<file path="config.mk">
export PLATFORM = sky130hd
export DESIGN_NAME = gnms_queue
export DESIGN_NICKNAME = d
export VERILOG_FILES = /design/src/rtl/core/gnms_pkg.sv /design/src/rtl/core/gnms_queue.sv
export VERILOG_INCLUDE_DIRS = /design/src /design/src/rtl/core
export SDC_FILE = /design/constraint.sdc
export NUM_CORES = 1
export LEC_CHECK = 0
export ABC_AREA = 1
export BUFFER_PORTS_ARGS = -buffer_cell sky130_fd_sc_hd__buf_2
export CAP_MARGIN = 20
export CELL_PAD_IN_SITES_DETAIL_PLACEMENT = 0
export CELL_PAD_IN_SITES_GLOBAL_PLACEMENT = 2
export CORE_MARGIN = 10
export CORE_UTILIZATION = 34
export CTS_CLUSTER_SIZE = 10
export DETAILED_ROUTE_END_ITERATION = 7
export GPL_TIMING_DRIVEN = 0
export PLACE_DENSITY = 0.75
export SLEW_MARGIN = 20
export SYNTH_ARGS = -nofsm -noshare
export SYNTH_HDL_FRONTEND = slang
export SYNTH_SLANG_ARGS = --single-unit
</file>
<file path="constraint.sdc">
create_clock -name i_clk -period 2.7 [get_ports i_clk]
set_clock_uncertainty 0.05 [all_clocks]
set_input_delay 0.54 -clock i_clk [delete_from_list [all_inputs] [get_ports i_clk]]
set_output_delay 0.54 -clock i_clk [all_outputs]
set_load 0.005 [all_outputs]
</file>
<file path="src/rtl/core/gradient_non_maximum_suppression_top_macros.svh">
// Assertion macros shared by the gradient suppression RTL.
// Needs no package; each use names its clock and active-low reset.
`ifndef GRADIENT_NON_MAXIMUM_SUPPRESSION_TOP_MACROS_SVH
`define GRADIENT_NON_MAXIMUM_SUPPRESSION_TOP_MACROS_SVH

// property must hold at every edge outside reset
`define GNMS_ASSERT(lbl, clk, rst_n, prop, msg) \
    lbl: assert property (@(posedge clk) disable iff (!rst_n) prop) \
        else $error(msg);

// condition must never be seen outside reset
`define GNMS_ASSERT_NEVER(lbl, clk, rst_n, cond, msg) \
    lbl: assert property (@(posedge clk) disable iff (!rst_n) !(cond)) \
        else $error(msg);

`endif

</file>
<file path="src/rtl/core/gnms_pkg.sv">
// Shared types and constants for the gradient non-maximum suppression block.
// No dependencies.
package gnms_pkg;

    localparam int MAX_WIDTH_DEF = 4096;
    localparam int MAG_BITS_DEF  = 11;

    localparam int CFG_BITS     = 13;
    localparam int CFG_IDX_BITS = 1;
    localparam int ROW_BITS     = CFG_BITS + 1;
    localparam int GRAD_BITS    = 11;
    localparam int SQ_BITS      = 2 * (GRAD_BITS + 1);
    localparam int BIN_BITS     = 2;
    localparam int QUEUE_DEPTH  = 4;

    localparam logic [CFG_BITS-1:0] FRAME_WIDTH_RST  = 13'd640;
    localparam logic [CFG_BITS-1:0] FRAME_HEIGHT_RST = 13'd480;

    localparam logic [CFG_IDX_BITS-1:0] REG_FRAME_WIDTH  = 1'b0;
    localparam logic [CFG_IDX_BITS-1:0] REG_FRAME_HEIGHT = 1'b1;

    localparam logic CMD_DRAIN = 1'b1;

    localparam logic [BIN_BITS-1:0] BIN_HORIZ   = 2'd0;
    localparam logic [BIN_BITS-1:0] BIN_DIAG45  = 2'd1;
    localparam logic [BIN_BITS-1:0] BIN_VERT    = 2'd2;
    localparam logic [BIN_BITS-1:0] BIN_DIAG135 = 2'd3;

    // per-item control travelling from front to back; position flags refer
    // to the centre pixel whose result this item releases
    typedef struct packed {
        logic [BIN_BITS-1:0] bin;
        logic                has_out;
        logic                last;
        logic                top_ok;
        logic                bot_ok;
        logic                left_ok;
        logic                right_ok;
    } t_ctrl;

endpackage

</file>
<file path="src/rtl/core/gnms_queue.sv">
// Small register FIFO decoupling the front end from the window back end.
// Depends on gnms_pkg and the assertion macro header.
module gnms_queue #(
    parameter int WIDTH = 1,
    parameter int DEPTH = gnms_pkg::QUEUE_DEPTH
) (
    input  logic             i_clk,
    input  logic             i_rst_n,
    input  logic             i_push,
    input  logic [WIDTH-1:0] i_data,
    output logic             o_full,
    input  logic             i_pop,
    output logic [WIDTH-1:0] o_data,
    output logic             o_empty
);
    import gnms_pkg::*;
    `include "gradient_non_maximum_suppression_top_macros.svh"

    localparam int PTR_BITS = $clog2(DEPTH);
    localparam int CNT_BITS = $clog2(DEPTH + 1);

    logic [WIDTH-1:0]    r_mem [DEPTH];
    logic [PTR_BITS-1:0] r_wr_ptr, r_rd_ptr;
    logic [CNT_BITS-1:0] r_count;

    assign o_full  = (r_count == CNT_BITS'(DEPTH));
    assign o_empty = (r_count == '0);
    assign o_data  = r_mem[r_rd_ptr];

    always_ff @(posedge i_clk) begin
        if (i_push) begin
            r_mem[r_wr_ptr] <= i_data;
        end
    end

    always_ff @(posedge i_clk) begin
        if (!i_rst_n) begin
            r_wr_ptr <= '0;
            r_rd_ptr <= '0;
            r_count  <= '0;
        end else begin
            if (i_push) begin
                r_wr_ptr <= (r_wr_ptr == PTR_BITS'(DEPTH - 1)) ? '0 : r_wr_ptr + PTR_BITS'(1);
            end
            if (i_pop) begin
                r_rd_ptr <= (r_rd_ptr == PTR_BITS'(DEPTH - 1)) ? '0 : r_rd_ptr + PTR_BITS'(1);
            end
            if (i_push && !i_pop) begin
                r_count <= r_count + CNT_BITS'(1);
            end else if (i_pop && !i_push) begin
                r_count <= r_count - CNT_BITS'(1);
            end
        end
    end

    `GNMS_ASSERT_NEVER(a_push_full, i_clk, i_rst_n, i_push && o_full, "queue pushed while full")
    `GNMS_ASSERT_NEVER(a_pop_empty, i_clk, i_rst_n, i_pop && o_empty, "queue popped while empty")
    `GNMS_ASSERT(a_count_up, i_clk, i_rst_n, (i_push && !i_pop) |=> (r_count == CNT_BITS'($past(r_count) + 1'b1)), "queue count lost a transaction")

endmodule

</file>
==> results.txt <==
Outcome: completed
Detailed placement HPWL: 744 um
Clk Tree Root Cell: clkbuf_4
# fillers: 182
Syn Inst Count: 70
Residual DRC: 0
Synth-to-layout area growth: 15.2%
CP max-delay cell: dfxtp_1
Worst Path Required: 2.11 ns
Async S/R FF share, synth: 0
Sequential element share of the synthesized area: 0.492
Largest net degree at the start of global routing: 8
DRT Pass-1 Iters: 3
Core ar.: 0.00171 mm^2
Post-Syn Area: 611 um^2
Synth Register Bits: 13
Die area: 0.00389 mm^2
Setup Fix Bufs, Post-CTS: 0
Crit path DAT: 1.07 ns
Final-stage net count: 94
Port Buffer Count: 7
Critical path class: reg -> out
TNS Setup: 0 ns
Final Setup Violations: 0
Setup crit end kind: primary output
Syn_nets: 82
Cell Int Power: 0.302 mW
Detail-routed via count per cell: 3.96
Number of max-cap violations: 0
Clk pwr share: 0.276
Sw frac: 0.253
Net Sw Power: 0.103 mW
H-tree Lvls: 1
DR vias: 420
# rows: 15
Initial core utilization: 0.358
Slew Limit Fails: 0
Slew @ Worst Pin: 0.199 ns
Maximum VDD drop: 226 uV
Area leader, netlist: dfxtp_1
Cell variety after synth: 14
Top FF cell, synth: dfxtp_1
Sequential power share: 0.568
RSZ-0062 raised after global routing: false
Share of the synthesized area in the top cell type: 0.295
Post-route minimum period: 1.66 ns
Clock latency on the worst-skew pair: 0.26 ns
CTS tree: built
CTS Hold Bufs: 0
Post-DRT Antenna Nets: 0
Crit-path max FO: 3
Final core utilization: 0.412
Share of cells above drive strength 1: 0.148
Post-CTS Resized: 0
Chip Width: 62.4 um
Fin worst setup slack: 1.04 ns
Final WL: 899 um
Leak: 0.352 nW
Total power: 0.405 mW
Vias in the first global route: 410
CTS buffer count: 3
Pwr Density: 576 mW/mm^2
Cell Chain, Critical Path: inv_1 -> nor2_1 -> nor2_1 -> o21ai_0 -> o21ai_0 -> buf_2
Most common cell in the netlist: inv_1
First-pass GRT wire length: 1730 um
Critical Path Start Type: flop
Worst Hold Class: in -> reg
Post-synth EDFFs: 4
Fin crit share: 0.613
Gr usage total: 0.0540
1st-iter DRT viols: 2
Clock Tree Buf Depth: 2
Synth area leaders: dfxtp_1 30%, edfxtp_1 20%, ha_1 12%
# clock sinks: 13
Ant. Diodes: 0
Comb pwr share: 0.156
Die Span Y: 62.4 um
Initial antenna violation count: 0
Synth Area per Inst: 8.72 um^2
Hold Vio Cnt, Final: 0
Max stage delay on crit path: 0.35 ns
RePlAce Congestion: 0.647
Synth warn: 0
Overflow after GRT: 0
Clk pin slew, worst setup/hold paths: 0.07 ns
Slew margin rel.: 0.867
Ports: 8
F_max: 0.604 GHz
Synth cell count leaders: 14 x inv_1, 10 x nor2_1, 9 x dfxtp_1
Mean routed wirelength per cell: 8.48 um
Dpl ws: 0.855 ns
## layout make-up
class                      count  area [um^2]  area share
sequential                    13          300       0.427
multi-input combinational     42          254       0.361
inverter                      15         56.3      0.0801
timing repair buffer           7         35.0      0.0498
tap                           25         31.3      0.0445
clock buffer                   4         26.3      0.0374
## kinds of logic after synthesis
| logic type | Yosys count | synth area share |
|---|---|---|
| compound gates | 11 | 0.0902 |
| fa+ha+maj | 7 | 0.156 |
| buf+inv | 15 | 0.0922 |
| flops | 13 | 0.492 |
| simple gates | 24 | 0.170 |
## per-stage QoR
stage	instance area [um^2]	hold WS [ns]	instances
2_1_floorplan	611	0.429	70
3_3_place_gp	677	0.462	102
3_5_place_dp	677	0.468	102
4_1_cts	703	0.432	106
5_1_grt	703	0.417	106
6_report	703	0.439	106
## power groups by stage
stage	Combinational [mW]	Sequential (mW)	Clock [mW]
2_1_floorplan	0.0450	0.232	0
3_3_place_gp	0.0645	0.235	0
3_5_place_dp	0.0646	0.235	0
4_1_cts	0.0647	0.230	0.118
5_1_grt	0.0766	0.233	0.137
6_report	0.0632	0.230	0.112
## layer usage
layer	track usage	routed length, um
met4	0.0251	9
met5	0	0
met2	0.0705	364
met3	0.0251	51
met1	0.0720	473
## worst max-delay path: cells and delay by family (launching register included)
kind                   cells  cell delay (ns)
DFF                        1             0.35
buffers and inverters      2             0.19
AOI/OAI and AO/OA          2             0.15
and+or+nand+nor            2             0.13
## cell usage in the layout, fill, tap and decap left out, types with 3 or more instances in the layout
cell	count
a21oi_1	4
o21ai_0	7
nor2_1	10
nand2_1	8
nor3_1	3
clkbuf_4	3
dfxtp_1	9
ha_1	6
inv_1	14
buf_2	7
edfxtp_1	4
## path summary, 6_finish.rpt
path | to | slack [ns] | cells past startpoint | from
max reg2reg | r_count[2] | 1.44 | 7 | r_count[0]
min reg2reg | r_wr_ptr[1] | 0.48 | 2 | r_wr_ptr[1]
max | o_data | 1.04 | 6 | flop
min | r_mem[1] | 0.44 | 1 | i_data
No activity file was read; power rests on OpenSTA's default activity.
