## config.mk

```make
export PLATFORM = sky130hd
export DESIGN_NAME = gnms_front_flat
export DESIGN_NICKNAME = d
export VERILOG_FILES = /design/src/rtl/core/gradient_non_maximum_suppression_top_macros.svh /design/src/rtl/core/gnms_pkg.sv /design/src/rtl/core/gnms_if.sv /design/src/rtl/core/gnms_front.sv /design/src/flat_wrapper.sv
export SDC_FILE = /design/constraint.sdc
export NUM_CORES = 1
export LEC_CHECK = 0
export BUFFER_PORTS_ARGS = -buffer_cell sky130_fd_sc_hd__buf_2
export CELL_PAD_IN_SITES_DETAIL_PLACEMENT = 1
export CELL_PAD_IN_SITES_GLOBAL_PLACEMENT = 1
export CORE_MARGIN = 4
export CORE_UTILIZATION = 46
export CTS_BUF_LIST = sky130_fd_sc_hd__clkbuf_8 sky130_fd_sc_hd__clkbuf_16
export DETAILED_ROUTE_END_ITERATION = 10
export GPL_TIMING_DRIVEN = 0
export PLACE_DENSITY_LB_ADDON = 0.1
export SYNTH_ARGS = -nofsm -noshare
export SYNTH_HDL_FRONTEND = slang
export SYNTH_SLANG_ARGS = --single-unit
```

## constraint.sdc

```tcl
create_clock -name i_clk -period 6.4 [get_ports i_clk]
set_input_delay 0.64 -clock i_clk [delete_from_list [all_inputs] [get_ports i_clk]]
set_output_delay 0.64 -clock i_clk [all_outputs]
set_load 0.02 [all_outputs]
```

## src/rtl/core/gradient_non_maximum_suppression_top_macros.svh

```systemverilog
// Assertion macros shared by the gradient suppression RTL.
// Needs no package; each use names its clock and active-low reset.
`ifndef GRADIENT_NON_MAXIMUM_SUPPRESSION_TOP_MACROS_SVH
`define GRADIENT_NON_MAXIMUM_SUPPRESSION_TOP_MACROS_SVH

// property must hold at every edge outside reset
`define GNMS_ASSERT(lbl, clk, rst_n, prop, msg) \
    lbl: assert property (@(posedge clk) disable iff (!rst_n) prop) \
        else $error(msg);

// condition must never be seen outside reset
`define GNMS_ASSERT_NEVER(lbl, clk, rst_n, cond, msg) \
    lbl: assert property (@(posedge clk) disable iff (!rst_n) !(cond)) \
        else $error(msg);

`endif

```

## src/rtl/core/gnms_pkg.sv

```systemverilog
// Shared types and constants for the gradient non-maximum suppression block.
// No dependencies.
package gnms_pkg;

    localparam int MAX_WIDTH_DEF = 4096;
    localparam int MAG_BITS_DEF  = 11;

    localparam int CFG_BITS     = 13;
    localparam int CFG_IDX_BITS = 1;
    localparam int ROW_BITS     = CFG_BITS + 1;
    localparam int GRAD_BITS    = 11;
    localparam int SQ_BITS      = 2 * (GRAD_BITS + 1);
    localparam int BIN_BITS     = 2;
    localparam int QUEUE_DEPTH  = 4;

    localparam logic [CFG_BITS-1:0] FRAME_WIDTH_RST  = 13'd640;
    localparam logic [CFG_BITS-1:0] FRAME_HEIGHT_RST = 13'd480;

    localparam logic [CFG_IDX_BITS-1:0] REG_FRAME_WIDTH  = 1'b0;
    localparam logic [CFG_IDX_BITS-1:0] REG_FRAME_HEIGHT = 1'b1;

    localparam logic CMD_DRAIN = 1'b1;

    localparam logic [BIN_BITS-1:0] BIN_HORIZ   = 2'd0;
    localparam logic [BIN_BITS-1:0] BIN_DIAG45  = 2'd1;
    localparam logic [BIN_BITS-1:0] BIN_VERT    = 2'd2;
    localparam logic [BIN_BITS-1:0] BIN_DIAG135 = 2'd3;

    // per-item control travelling from front to back; position flags refer
    // to the centre pixel whose result this item releases
    typedef struct packed {
        logic [BIN_BITS-1:0] bin;
        logic                has_out;
        logic                last;
        logic                top_ok;
        logic                bot_ok;
        logic                left_ok;
        logic                right_ok;
    } t_ctrl;

endpackage

```

## src/rtl/core/gnms_if.sv

```systemverilog
// Stream channel interfaces: pixel input and suppression result.
// Depends on gnms_pkg.
interface gnms_pix_if #(
    parameter int MAG_BITS = gnms_pkg::MAG_BITS_DEF
);
    import gnms_pkg::*;

    logic                        valid;
    logic                        ready;
    logic                        command;
    logic [MAG_BITS-1:0]         magnitude;
    logic signed [GRAD_BITS-1:0] gradient_x;
    logic signed [GRAD_BITS-1:0] gradient_y;

    modport source (output valid, command, magnitude, gradient_x, gradient_y, input ready);
    modport sink   (input valid, command, magnitude, gradient_x, gradient_y, output ready);
endinterface


```

## src/rtl/core/gnms_front.sv

```systemverilog
// Front end: config registers, raster position tracking, drain handling and
// angle binning pipeline. Depends on gnms_pkg and gnms_pix_if.
module gnms_front #(
    parameter int MAX_WIDTH = gnms_pkg::MAX_WIDTH_DEF,
    parameter int MAG_BITS  = gnms_pkg::MAG_BITS_DEF
) (
    input  logic                              i_clk,
    input  logic                              i_rst_n,
    input  logic                              i_cfg_we,
    input  logic [gnms_pkg::CFG_IDX_BITS-1:0] i_cfg_idx,
    input  logic [gnms_pkg::CFG_BITS-1:0]     i_cfg_data,
    gnms_pix_if.sink                          i_pix,
    input  logic                              i_q_full,
    output logic                              o_push,
    output logic [$clog2(MAX_WIDTH)-1:0]      o_push_col,
    output logic [MAG_BITS-1:0]               o_push_mag,
    output gnms_pkg::t_ctrl                   o_push_ctrl
);
    import gnms_pkg::*;

    localparam int COL_BITS = $clog2(MAX_WIDTH);
    localparam int WID_BITS = $clog2(MAX_WIDTH + 1);
    localparam logic [ROW_BITS-1:0] MAXW = ROW_BITS'(MAX_WIDTH);

    typedef struct packed {
        logic bx0;
        logic ay0;
        logic same;
    } t_grad;

    logic [CFG_BITS-1:0] r_frame_width, r_frame_height;
    logic [COL_BITS-1:0] r_col, n_col;
    logic [ROW_BITS-1:0] r_row, n_row;

    logic [ROW_BITS-1:0] fw_ext, w_full, h_ext;
    logic [WID_BITS-1:0] w_eff, col_ext;
    logic [CFG_BITS-1:0] h_eff;
    logic                col0, in_frame, drop, fen, acc, take;
    t_ctrl               n_ctrl;
    t_grad               n_grad;
    logic [GRAD_BITS-1:0] n_a, n_b;

    logic                 r_f1_v, r_f2_v, r_f3_v;
    logic [COL_BITS-1:0]  r_f1_col, r_f2_col, r_f3_col;
    logic [MAG_BITS-1:0]  r_f1_mag, r_f2_mag, r_f3_mag;
    t_ctrl                r_f1_ctrl, r_f2_ctrl, r_f3_ctrl;
    t_grad                r_f1_grad, r_f2_grad, r_f3_grad;
    logic [GRAD_BITS-1:0] r_f1_a, r_f1_b, r_f2_b, r_f2_dif;
    logic [GRAD_BITS:0]   r_f2_sum;
    logic                 r_f2_agtb, r_f3_agtb;
    logic [SQ_BITS-1:0]   r_f3_sq_sum, r_f3_sq_dif, r_f3_sq_b2;
    logic [SQ_BITS-1:0]   n_sq_sum, n_sq_dif, n_sq_b2;
    logic [BIN_BITS-1:0]  n_bin;

    // effective frame size
    assign fw_ext = ROW_BITS'(r_frame_width);
    assign w_full = (r_frame_width == '0) ? ROW_BITS'(1) : ((fw_ext > MAXW) ? MAXW : fw_ext);
    assign w_eff  = w_full[WID_BITS-1:0];
    assign h_eff  = (r_frame_height == '0) ? CFG_BITS'(1) : r_frame_height;
    assign h_ext  = ROW_BITS'(h_eff);

    assign col_ext  = WID_BITS'(r_col);
    assign col0     = (r_col == '0);
    assign in_frame = (r_row < h_ext);
    // a drain inside the frame is swallowed; a pixel past frame end drains
    assign drop     = (i_pix.command == CMD_DRAIN) && in_frame;

    assign fen         = !r_f3_v || !i_q_full;
    assign i_pix.ready = fen;
    assign acc         = i_pix.valid && fen;
    assign take        = acc && !drop;

    // centre pixel sits w+1 positions behind the incoming one
    always_comb begin
        n_ctrl         = '0;
        n_ctrl.bin     = BIN_HORIZ;
        n_ctrl.has_out = (r_row >= ROW_BITS'(2)) || ((r_row == ROW_BITS'(1)) && !col0);
        if (col0) begin
            n_ctrl.top_ok   = r_row > ROW_BITS'(2);
            n_ctrl.bot_ok   = (r_row - ROW_BITS'(1)) < h_ext;
            n_ctrl.left_ok  = w_eff > WID_BITS'(1);
            n_ctrl.right_ok = 1'b0;
            n_ctrl.last     = r_row == (h_ext + ROW_BITS'(1));
        end else begin
            n_ctrl.top_ok   = r_row > ROW_BITS'(1);
            n_ctrl.bot_ok   = r_row < h_ext;
            n_ctrl.left_ok  = r_col > COL_BITS'(1);
            n_ctrl.right_ok = 1'b1;
            n_ctrl.last     = 1'b0;
        end
    end

    always_comb begin
        n_col = r_col;
        n_row = r_row;
        if (n_ctrl.last) begin
            n_col = '0;
            n_row = '0;
        end else if (col_ext == (w_eff - WID_BITS'(1))) begin
            n_col = '0;
            n_row = r_row + ROW_BITS'(1);
        end else begin
            n_col = r_col + COL_BITS'(1);
        end
    end

    assign n_a = i_pix.gradient_y[GRAD_BITS-1] ? $unsigned(~i_pix.gradient_y + 1'b1)
                                                : $unsigned(i_pix.gradient_y);
    assign n_b = i_pix.gradient_x[GRAD_BITS-1] ? $unsigned(~i_pix.gradient_x + 1'b1)
                                                : $unsigned(i_pix.gradient_x);
    assign n_grad.bx0  = (i_pix.gradient_x == '0);
    assign n_grad.ay0  = (i_pix.gradient_y == '0);
    assign n_grad.same = (i_pix.gradient_x[GRAD_BITS-1] == i_pix.gradient_y[GRAD_BITS-1]);

    // config and position counters
    always_ff @(posedge i_clk) begin
        if (!i_rst_n) begin
            r_frame_width  <= FRAME_WIDTH_RST;
            r_frame_height <= FRAME_HEIGHT_RST;
            r_col          <= '0;
            r_row          <= '0;
        end else if (i_cfg_we) begin
            case (i_cfg_idx)
                REG_FRAME_WIDTH:  r_frame_width  <= i_cfg_data;
                REG_FRAME_HEIGHT: r_frame_height <= i_cfg_data;
                default: ;
            endcase
            r_col <= '0;
            r_row <= '0;
        end else if (take) begin
            r_col <= n_col;
            r_row <= n_row;
        end
    end

    always_ff @(posedge i_clk) begin
        if (!i_rst_n) begin
            r_f1_v <= 1'b0;
            r_f2_v <= 1'b0;
            r_f3_v <= 1'b0;
        end else if (fen) begin
            r_f1_v <= take;
            r_f2_v <= r_f1_v;
            r_f3_v <= r_f2_v;
        end
    end

    // tan(22.5) and tan(67.5) tests done exactly on integer squares
    assign n_sq_sum = SQ_BITS'(r_f2_sum) * SQ_BITS'(r_f2_sum);
    assign n_sq_dif = SQ_BITS'(r_f2_dif) * SQ_BITS'(r_f2_dif);
    assign n_sq_b2  = (SQ_BITS'(r_f2_b) * SQ_BITS'(r_f2_b)) << 1;

    always_ff @(posedge i_clk) begin
        if (fen) begin
            r_f1_col  <= r_col;
            r_f1_mag  <= i_pix.magnitude;
            r_f1_ctrl <= n_ctrl;
            r_f1_grad <= n_grad;
            r_f1_a    <= n_a;
            r_f1_b    <= n_b;

            r_f2_col  <= r_f1_col;
            r_f2_mag  <= r_f1_mag;
            r_f2_ctrl <= r_f1_ctrl;
            r_f2_grad <= r_f1_grad;
            r_f2_sum  <= {1'b0, r_f1_a} + {1'b0, r_f1_b};
            r_f2_dif  <= r_f1_a - r_f1_b;
            r_f2_agtb <= r_f1_a > r_f1_b;
            r_f2_b    <= r_f1_b;

            r_f3_col    <= r_f2_col;
            r_f3_mag    <= r_f2_mag;
            r_f3_ctrl   <= r_f2_ctrl;
            r_f3_grad   <= r_f2_grad;
            r_f3_agtb   <= r_f2_agtb;
            r_f3_sq_sum <= n_sq_sum;
            r_f3_sq_dif <= n_sq_dif;
            r_f3_sq_b2  <= n_sq_b2;
        end
    end

    always_comb begin
        if (r_f3_grad.bx0) begin
            n_bin = BIN_VERT;
        end else if (r_f3_grad.ay0) begin
            n_bin = BIN_HORIZ;
        end else if (r_f3_agtb && (r_f3_sq_dif > r_f3_sq_b2)) begin
            n_bin = BIN_VERT;
        end else if (r_f3_sq_sum > r_f3_sq_b2) begin
            n_bin = r_f3_grad.same ? BIN_DIAG45 : BIN_DIAG135;
        end else begin
            n_bin = BIN_HORIZ;
        end
    end

    always_comb begin
        o_push_ctrl     = r_f3_ctrl;
        o_push_ctrl.bin = n_bin;
    end

    assign o_push     = r_f3_v && !i_q_full;
    assign o_push_col = r_f3_col;
    assign o_push_mag = r_f3_mag;

endmodule

```

## src/flat_wrapper.sv

```systemverilog
// flat-port wrapper written by rule: the top's interface ports become plain ports
module gnms_front_flat import gnms_pkg::*;
#(
    parameter int MAX_WIDTH = gnms_pkg::MAX_WIDTH_DEF,
    parameter int MAG_BITS  = gnms_pkg::MAG_BITS_DEF
)
  (i_clk, i_rst_n, i_cfg_we, i_cfg_idx, i_cfg_data, i_q_full, o_push, o_push_col, o_push_mag, o_push_ctrl, i_pix_valid, i_pix_command, i_pix_magnitude, i_pix_gradient_x, i_pix_gradient_y, i_pix_ready);
  gnms_pix_if #(.MAG_BITS(MAG_BITS)) i_pix_i ();
  input  logic i_clk;
  input  logic i_rst_n;
  input  logic i_cfg_we;
  input  logic [gnms_pkg::CFG_IDX_BITS-1:0] i_cfg_idx;
  input  logic [gnms_pkg::CFG_BITS-1:0] i_cfg_data;
  input  logic i_q_full;
  output logic o_push;
  output logic [$clog2(MAX_WIDTH)-1:0] o_push_col;
  output logic [MAG_BITS-1:0] o_push_mag;
  output gnms_pkg::t_ctrl o_push_ctrl;
  input wire logic [$bits(i_pix_i.valid)-1:0] i_pix_valid;
  input wire logic [$bits(i_pix_i.command)-1:0] i_pix_command;
  input wire logic [$bits(i_pix_i.magnitude)-1:0] i_pix_magnitude;
  input wire logic [$bits(i_pix_i.gradient_x)-1:0] i_pix_gradient_x;
  input wire logic [$bits(i_pix_i.gradient_y)-1:0] i_pix_gradient_y;
  output wire logic [$bits(i_pix_i.ready)-1:0] i_pix_ready;
  assign i_pix_i.valid = i_pix_valid;
  assign i_pix_i.command = i_pix_command;
  assign i_pix_i.magnitude = i_pix_magnitude;
  assign i_pix_i.gradient_x = i_pix_gradient_x;
  assign i_pix_i.gradient_y = i_pix_gradient_y;
  assign i_pix_ready = i_pix_i.ready;
  gnms_front #(.MAX_WIDTH(MAX_WIDTH), .MAG_BITS(MAG_BITS)) u_core (.i_clk(i_clk), .i_rst_n(i_rst_n), .i_cfg_we(i_cfg_we), .i_cfg_idx(i_cfg_idx), .i_cfg_data(i_cfg_data), .i_pix(i_pix_i), .i_q_full(i_q_full), .o_push(o_push), .o_push_col(o_push_col), .o_push_mag(o_push_mag), .o_push_ctrl(o_push_ctrl));
endmodule
```

==> results of run 1 <==
## synthesized netlist by cell type, types with 6 or more instances
cell type / instances / area (µm²)
dfxtp_1: 55 / 1100
a31oi_1: 9 / 56.3
and2_1: 101 / 632
a2111oi_0: 6 / 52.6
ha_1: 255 / 3190
nand4_1: 27 / 169
o41ai_1: 13 / 114
o211ai_1: 13 / 97.6
mux2_2: 6 / 67.6
clkbuf_1: 71 / 267
xor2_1: 24 / 210
xnor2_1: 114 / 998
nand3_1: 39 / 195
a211oi_1: 10 / 75.1
and3_1: 24 / 150
nor2_1: 112 / 420
a21boi_0: 24 / 180
inv_1: 421 / 1580
o21a_1: 26 / 195
nor3_1: 42 / 210
nor2b_1: 39 / 244
a21o_1: 24 / 180
edfxtp_1: 217 / 6520
a21oi_1: 52 / 260
or4_1: 7 / 52.6
or3_1: 12 / 75.1
nor4_1: 20 / 125
mux2i_1: 12 / 120
nand2b_1: 27 / 169
fa_1: 211 / 4220
o21bai_1: 11 / 82.6
o21ai_0: 49 / 245
nand2_1: 190 / 713
## repair_timing
item | CTS | global route
endpoints found under the setup margin | 7 | 7
resized for setup | 12 | 36
buffers inserted | 0 | 12
hold endpoints to repair | 0 | 0
## layer usage
layer	track usage, %	vias to the layer above	routed length [µm]
met5	0	-	121
met4	5.78	16	1530
met3	3.36	94	1980
met2	39.2	203	30400
met1	26.3	8436	25000
li1	-	8041	-
## worst paths after layout
check                     startpoint                endpoint  slack, ps  depth (start not counted)
hold / removal    i_pix_magnitude[5]      u_core.r_f1_mag[5]        220                          1
hold reg to reg   u_core.r_f2_col[0]    u_core.o_push_col[0]        420                          0
setup reg to reg  u_core.r_f2_sum[3]  u_core.r_f3_sq_sum[23]        250                         18
setup / recovery  u_core.r_f2_sum[3]  u_core.r_f3_sq_sum[23]        250                         18
## cell usage in the layout (no fill, tap or decap), drive strengths merged, types with 6 or more instances in the layout
master    instances
buf             110
dfxtp            55
nand4            28
nand2b           27
clkinvlp          6
or3              12
fa              211
o21bai           11
edfxtp          217
o21ai            51
nor3             42
or4               8
and3             24
a211oi           11
and2            101
mux2              6
a21oi            53
nor2            112
nor2b            39
xor2             24
mux2i            12
nand2           190
o211ai           13
inv             428
a21boi           26
o21a             26
a2111oi           7
a21o             24
ha              255
nor4             20
o41ai            13
clkbuf           96
nand3            39
xnor2           114
a31oi             9
clkinv            6
## critical path, stage by stage (launching register included)
cell and delay, ps:
edfxtp_1 490, clkbuf_4 300, nand2_1 140, fa_1 510
fa_1 550, fa_1 440, fa_1 510, fa_1 540
inv_1 40, ha_1 240, nor4_1 260, o21ai_1 150
nand2_1 160, o2111ai_1 200, and3_1 200, a311o_1 340
or4_1 440, a2111o_1 380, o211ai_1 110
## metrics by stage
stage          setup WS (ps)  TNS (ps)  util [%]  area (µm²)  hold slack, ps
6_report                 245         0      52.0       26300             221
4_1_cts                 6.12         0      51.7       26200             192
3_3_place_gp            -201     -1730      49.4       25000             400
3_5_place_dp            -215      -929      49.5       25000             405
5_1_grt                -52.6     -82.0      52.0       26300             194
2_1_floorplan            726         0         -       23700             400
## sequential cells by signal, summed over array words and instances, names as in the netlist, 12 cells and up
name / count
u_core.o_push_col: 12
u_core.r_col: 12
u_core.r_f1_col: 12
u_core.r_f2_col: 12
u_core.r_f2_sum: 12
u_core.r_f3_sq_b2: 21
u_core.r_f3_sq_dif: 21
u_core.r_f3_sq_sum: 22
u_core.r_frame_height: 13
u_core.r_frame_width: 13
u_core.r_row: 14
## kinds of logic after synthesis
kind of cell    after synthesis  synth area share, %
simple gates                669                 14.4
buf+inv                     501                 8.00
fa+ha+maj                   466                 31.2
compound gates              285                 8.40
flops                       272                 32.1
xor+xnor                    138                 5.09
mux                          18                0.791
## area by class of cell
type,instances,area share (%)
diodes,2,0.0190
plain buffers,74,1.28
clock buffers,34,3.10
clock inverters,24,1.13
inverters,421,6.01
multi-input cells,1576,54.3
flip-flops and latches,272,28.9
well taps,672,3.20
repair buffers,98,2.06
==> metrics.yaml, run 1 <==
run_status:
  status: "completed"
synthesis:
  synth_edf_count: 217
  avgSynthCellArea_um2: 10.1
  ys_ff_latch: 272
  async_reset_ff_share_pct: 0
  synthCells: 2349
  synth_area_um2: 23700
  syn_nets: 2868
  ys_seq_area_share_pct: 32.1
  yosysWarnings: 0
  synth_flop_cell: "edfxtp_1"
  synth_cell_types: 77
floorplanning:
  rows: 82
  die-area_um2: 55300
  coreArea_um2: 50600
  fp.dieH_um: 235
  die_x_um: 235
  io_pins: 86
  start_util_pct: 46.9
place:
  hpwlAfterDp_um: 47500
  place_inst: 3107
  place_congestion: 0.856
  portBuffers: 85
clocking:
  root_buffer: "clkbuf_16"
  clock_path_buffers: 3
  cts_tree: "yes"
  htree_levels: 1
  ctsHoldBuffers: 0
  clk_pin_slew_ps: 60
  numClockSinks: 272
  numCtsBuffers: 31
  clock_latency_ps: 600
route:
  drc: 0
  post_drt_wl_per_cell_um: 18.6
  wl_um: 59100
  vias: 16800
  ant_nets: 0
  drtIter0Drc: 667
  via_per_inst: 5.29
  drtPass1Iterations: 4
finish:
  area_growth_pct: 10.9
  drive_above_1_share_pct: 8.16
  regArea_um2: 7620
  fin_cells: 3173
  fill_cells: 5642
  multi_input_area_um2: 14300
  layout.nets: 2993
sta:
  rsz0062_at_grt: "yes"
  clock_skew_ps: 30.2
  fin_crit_ps: 6150
  max-slew-margin-rel_pct: 36.7
  fmax_mhz: 162
  finalHoldViolCount: 0
  period_share_pct: 96.2
  tightest_slew_ps: 950
  finalSetupViolations: 0
  final_max_slew_viol_count: 0
hold_path:
  hold_class: "in -> reg"
worst_setup_path:
  cp.required_ps: 6830
  cp.arrival_ps: 6580
  critPathLaunchType: "register"
  crit_path_end_kind: "register"
  critical_path.max_fanout: 10
  crit_type: "reg -> reg"
grt:
  grt_pass1_wl_um: 97200
  first_global_vias: 18600
  grt_use_total_pct: 21.4
  grt_start_max_net_pins: 126
  overflow: 0
  antenna_found_initial: 10
job:
  drv_cap: 0
Power of run 1 is left out: the tool's default activity adds up to more than one toggle a clock period on the data nets, which glitch-free logic cannot reach.
==> run 2, diff against run 1 <==
CORE_UTILIZATION = 55   (was 46)
clock period = 7.3 ns   (was 6.4 ns; I/O delays follow)
==> run 2 against run 1 <==
  * Count of clock-buffer cells in the layout decreased by 2
  * Routed wire length increased by 5.8%
  * Largest cell class unchanged
  * Global-route usage rose by 5.8 points
  * First-iteration DRC count shrank 1.2%
  * Fmax is 8.1% lower
==> metrics.yaml, run 2 (same netlist as run 1, synthesis figures left out) <==
route:
  ant_nets: 0
  drtPass1Iterations: 5
  via_per_inst: 5.63
  drc: 0
  drtIter0Drc: 659
  wl_um: 62500
  post_drt_wl_per_cell_um: 20.3
  vias: 17300
clocking:
  htree_levels: 1
  cts_resized: 0
  clock_path_buffers: 3
  root_buffer: "clkbuf_16"
  numClockSinks: 272
  ctsHoldBuffers: 0
  numCtsBuffers: 31
  post-cts-setup-buffers: 0
  cts_tree: "yes"
  clock_latency_ps: 580
  clk_pin_slew_ps: 60
worst_setup_path:
  critPathLaunchType: "register"
  crit_path_end_kind: "register"
  cp.required_ps: 7590
  crit_type: "reg -> reg"
  critical_path.max_fanout: 10
  cp.arrival_ps: 6990
grt:
  grt_start_max_net_pins: 76
  grt_use_total_pct: 27.2
  antenna_found_initial: 4
  overflow: 0
  grt_pass1_wl_um: 102000
  first_global_vias: 19600
floorplanning:
  rows: 75
  start_util_pct: 56.1
  fp.dieH_um: 216
  io_pins: 86
  die_x_um: 216
  coreArea_um2: 42300
  die-area_um2: 46500
sta:
  final_max_slew_viol_count: 0
  clock_skew_ps: 16.0
  rsz0062_at_grt: "no"
  period_share_pct: 91.7
  finalSetupViolations: 0
  finalHoldViolCount: 0
  tightest_slew_ps: 829
  max-slew-margin-rel_pct: 44.8
  fmax_mhz: 149
  tns_ps: 0
  fin_crit_ps: 6690
place:
  portBuffers: 85
  place_congestion: 0.874
  hpwlAfterDp_um: 49500
job:
  drv_cap: 0
finish:
  area_growth_pct: 9.78
  top_register: "u_core.r_f3_sq_sum"
  final_common_cell: "inv_1"
  final_cell_mix: "422 x inv_1, 255 x ha_1, 217 x edfxtp_1, 211 x fa_1, 189 x nand2_1"
  top_regs: "u_core.r_f3_sq_sum: 22 flops, u_core.r_f3_sq_b2: 21 flops, u_core.r_f3_sq_dif: 21 flops"
  drive_above_1_share_pct: 6.78
  layout.nets: 2989
  largest_reg_flops: 22
run_status:
  status: "completed"
hold_path:
  hold_class: "in -> reg"
==> run 2: cell types whose count changed in the layout (fill, tap and decap cells not counted), sizes merged <==
cell / change
clkinv: +2
buf: -13
clkinvlp: -1
clkbuf: +7
==> run 2: cell type report <==
cell class | instances | area (µm²)
inverters | 421 | 1580
repair buffers | 88 | 508
multi-input cells | 1576 | 14200
plain buffers | 80 | 318
diodes | 2 | 5.00
flip-flops and latches | 272 | 7620
clock buffers | 32 | 790
well taps | 577 | 722
clock inverters | 25 | 288
fillers | 4690 | 16300
==> run 2: metrics by stage <==
| stage | cell area (µm²) | setup WS, ps | util, % | cells | hold slack (ps) |
|---|---|---|---|---|---|
| finish | 26000 | 606 | 61.5 | 3073 | 330 |
| global route | 26000 | 148 | 61.5 | 3073 | 320 |
| CTS | 26000 | 581 | 61.5 | 3071 | 308 |
| detailed placement | 25000 | 622 | 59.0 | 3014 | 407 |
| global placement | 24900 | -2100 | 58.8 | 3011 | 400 |
| floorplan | 23700 | 264 | - | 2349 | 400 |
==> run 2: worst paths after layout <==
kind,startpoint,end,slack [ps],depth (start not counted)
setup / recovery,u_core.r_f2_dif[2],u_core.r_f3_sq_dif[20],610,21
hold / removal,i_pix_magnitude[2],u_core.r_f1_mag[2],330,1
setup reg to reg,u_core.r_f2_dif[2],u_core.r_f3_sq_dif[20],610,21
hold reg to reg,u_core.r_f1_ctrl[2],u_core.r_f2_ctrl[2],410,0
==> run 2: metal layers <==
layer	up-vias	part of all wire, %	track usage, %
met4	4	4.4	11.0
met5	-	0.040	0
met1	8771	39	31.2
li1	8036	-	-
met3	155	3.3	3.29
met2	347	53	51.2
==> run 2: critical path: stages, from the launching register on <==
cell,delay (ps)
edfxtp_1,520
clkbuf_1,460
nand2_1,170
fa_1,570
inv_1,70
fa_1,500
inv_1,50
fa_1,480
inv_1,70
fa_1,540
inv_1,60
fa_1,530
inv_1,40
ha_1,250
or4_1,560
o221ai_1,260
nand3_1,140
a31oi_1,340
nor2b_1,100
o21a_1,190
o41ai_1,330
xnor2_1,170
Power of run 2 is left out for the same reason.
==> run 3, diff against run 2 <==
CAP_MARGIN = 20   (was unset)
PLACE_DENSITY = 0.94   (was unset)
PLACE_DENSITY_LB_ADDON = unset   (was 0.1)
==> run 3 against run 2 <==
  * Sequential cell count did not move
  * Non-clock buffer count shrank 2
  * Register-to-register slack got worse by 580 ps
  * Fmax decreased by 7.9%
  * Critical path depth is the same
  * Core utilization down 0.38 points
  * Sequential share of layout area up 0.18 points
  * Worst setup slack lost 580 ps
  * Die area did not move
  * Worst hold slack better by 4.8 ps
  * Via count increased by 9.2%
  * Largest cell class unchanged
  * First-iteration DRC count rose to 2.6 times the previous value
  * Critical endpoint is now u_core.r_f3_sq_sum[22]
==> metrics.yaml, run 3 (same netlist as run 1, synthesis figures left out) <==
route:
  drtIter0Drc: 1691
  vias: 18900
  wl_met1_um: 28100
  via_per_inst: 6.16
  drc: 0
  top_layer: "met5"
  post_drt_wl_per_cell_um: 25.9
  wl_met2_um: 40500
  dr_wl_met3_um: 4590
  drtPass1Iterations: 5
  wl_um: 79400
  ant_nets: 0
job:
  drv_cap: 0
clocking:
  post-cts-setup-buffers: 0
  numClockSinks: 272
  root_buffer: "clkbuf_16"
  numCtsBuffers: 29
  clk_pin_slew_ps: 70
  clock_path_buffers: 3
  clock_latency_ps: 590
  cts_tree: "yes"
  htree_levels: 1
floorplanning:
  die_x_um: 216
  coreArea_um2: 42300
  start_util_pct: 56.1
  fp.dieH_um: 216
  die-area_um2: 46500
  io_pins: 86
  rows: 75
place:
  place_congestion: 0.936
  portBuffers: 85
  hpwlAfterDp_um: 55500
grt:
  antenna_found_initial: 4
  grt_pass1_wl_um: 120000
  overflow: 0
  grt_use_total_pct: 32.5
  first_global_vias: 21300
  grt_start_max_net_pins: 80
worst_setup_path:
  critPathLaunchType: "register"
  reg2reg_to: "u_core.r_f3_sq_sum[22]"
  crit_path_end_kind: "register"
  reg2reg_depth: 21
  critical_path.max_fanout: 10
  cp.arrival_ps: 7600
  r2r-start: "u_core.r_f2_sum[9]"
  r2r_slack_ps: 30
  cp.required_ps: 7630
  crit_type: "reg -> reg"
hold_path:
  min_to: "u_core.r_f1_mag[6]"
  holdPathStages: 1
  hold_class: "in -> reg"
  min_from: "i_pix_magnitude[6]"
sta:
  whs_ps: 334
  tightest_slew_ps: 978
  finalHoldViolCount: 0
  period_share_pct: 99.6
  fin_crit_ps: 7270
  final_max_slew_viol_count: 0
  finalSetupViolations: 0
  clock_skew_ps: 27.5
  max-slew-margin-rel_pct: 34.8
  fmax_mhz: 138
finish:
  area_growth_pct: 9.10
  layout.nets: 2985
  top_register: "u_core.r_f3_sq_sum"
  final_cell_mix: "431 x inv_1, 255 x ha_1, 217 x edfxtp_1, 211 x fa_1, 189 x nand2_1"
  top_regs: "u_core.r_f3_sq_sum: 22 flops, u_core.r_f3_sq_b2: 21 flops, u_core.r_f3_sq_dif: 21 flops"
  largest_reg_flops: 22
  final_common_cell: "inv_1"
  drive_above_1_share_pct: 6.51
  fill_cells: 4606
run_status:
  status: "completed"
[run 3: cell count changes in the layout (fill, tap and decap cells not counted), sizes merged]
cell | previous run | this run
clkbuf | 103 | 104
bufinv | 5 | 2
inv | 428 | 432
clkinv | 8 | 7
diode | 2 | 3
buf | 97 | 96
clkinvlp | 5 | 0
[run 3: area by class of cell]
cell class	instances	area, µm²	area share [%]
clock buffers	34	795	3.07
flip-flops and latches	272	7620	29.4
repair buffers	87	480	1.86
inverters	421	1580	6.10
well taps	577	722	2.79
diodes	3	7.51	0.0290
clock inverters	20	148	0.570
multi-input cells	1576	14200	54.9
plain buffers	79	318	1.23
[run 3: worst max-delay path, cell delays in order (launching register included)]
cell	delay (ps)
edfxtp_1	600
clkbuf_1	360
and2_1	310
fa_1	510
inv_1	90
fa_1	600
inv_1	100
fa_1	560
fa_1	570
inv_1	70
fa_1	530
inv_1	50
ha_1	380
nand2_1	220
inv_1	110
o21ai_0	190
o31ai_1	180
o41ai_1	650
o21ai_0	320
or4_1	450
o21ai_0	120
xnor2_1	90
[run 3: metal layers]
layer  vias to the layer above  track usage [%]
met3                       395             4.40
met2                       957             59.5
met1                      9515             35.8
met5                         -                0
met4                         6             19.3
li1                       8031                -
[run 3: worst max path at each step]
stage | endpoint | slack, ps | start | depth (start not counted)
floorplan | u_core.r_col[0] | 260 | i_q_full | 8
global placement | u_core.r_col[3] | -1840 | i_q_full | 9
detailed placement | u_core.r_f3_sq_sum[22] | 440 | u_core.r_f2_sum[0] | 19
CTS | u_core.r_f3_sq_sum[22] | 120 | u_core.r_f2_sum[5] | 20
global route | u_core.r_f3_sq_sum[22] | -50 | u_core.r_f2_sum[10] | 21
finish | u_core.r_f3_sq_sum[22] | 30 | u_core.r_f2_sum[9] | 21
[run 3: timing repair]
action                                  in CTS  in global routing
hold buffers                                 0                  0
endpoints found under the setup margin       0                  1
gates resized for setup                      0                  6
[run 3: through the flow]
step,utilization [%],instance area (µm²),setup TNS [ps],std cells,setup WS (ps)
after floorplan,-,23700,0,2349,264
after global placement,58.8,24900,-140480,3011,-1840
after detailed placement,58.9,24900,0,3013,441
after CTS,61.2,25900,0,3067,119
after global routing,61.2,25900,-48.3,3067,-48.3
final,61.2,25900,0,3069,30.5
Power of run 3 is left out for the same reason.
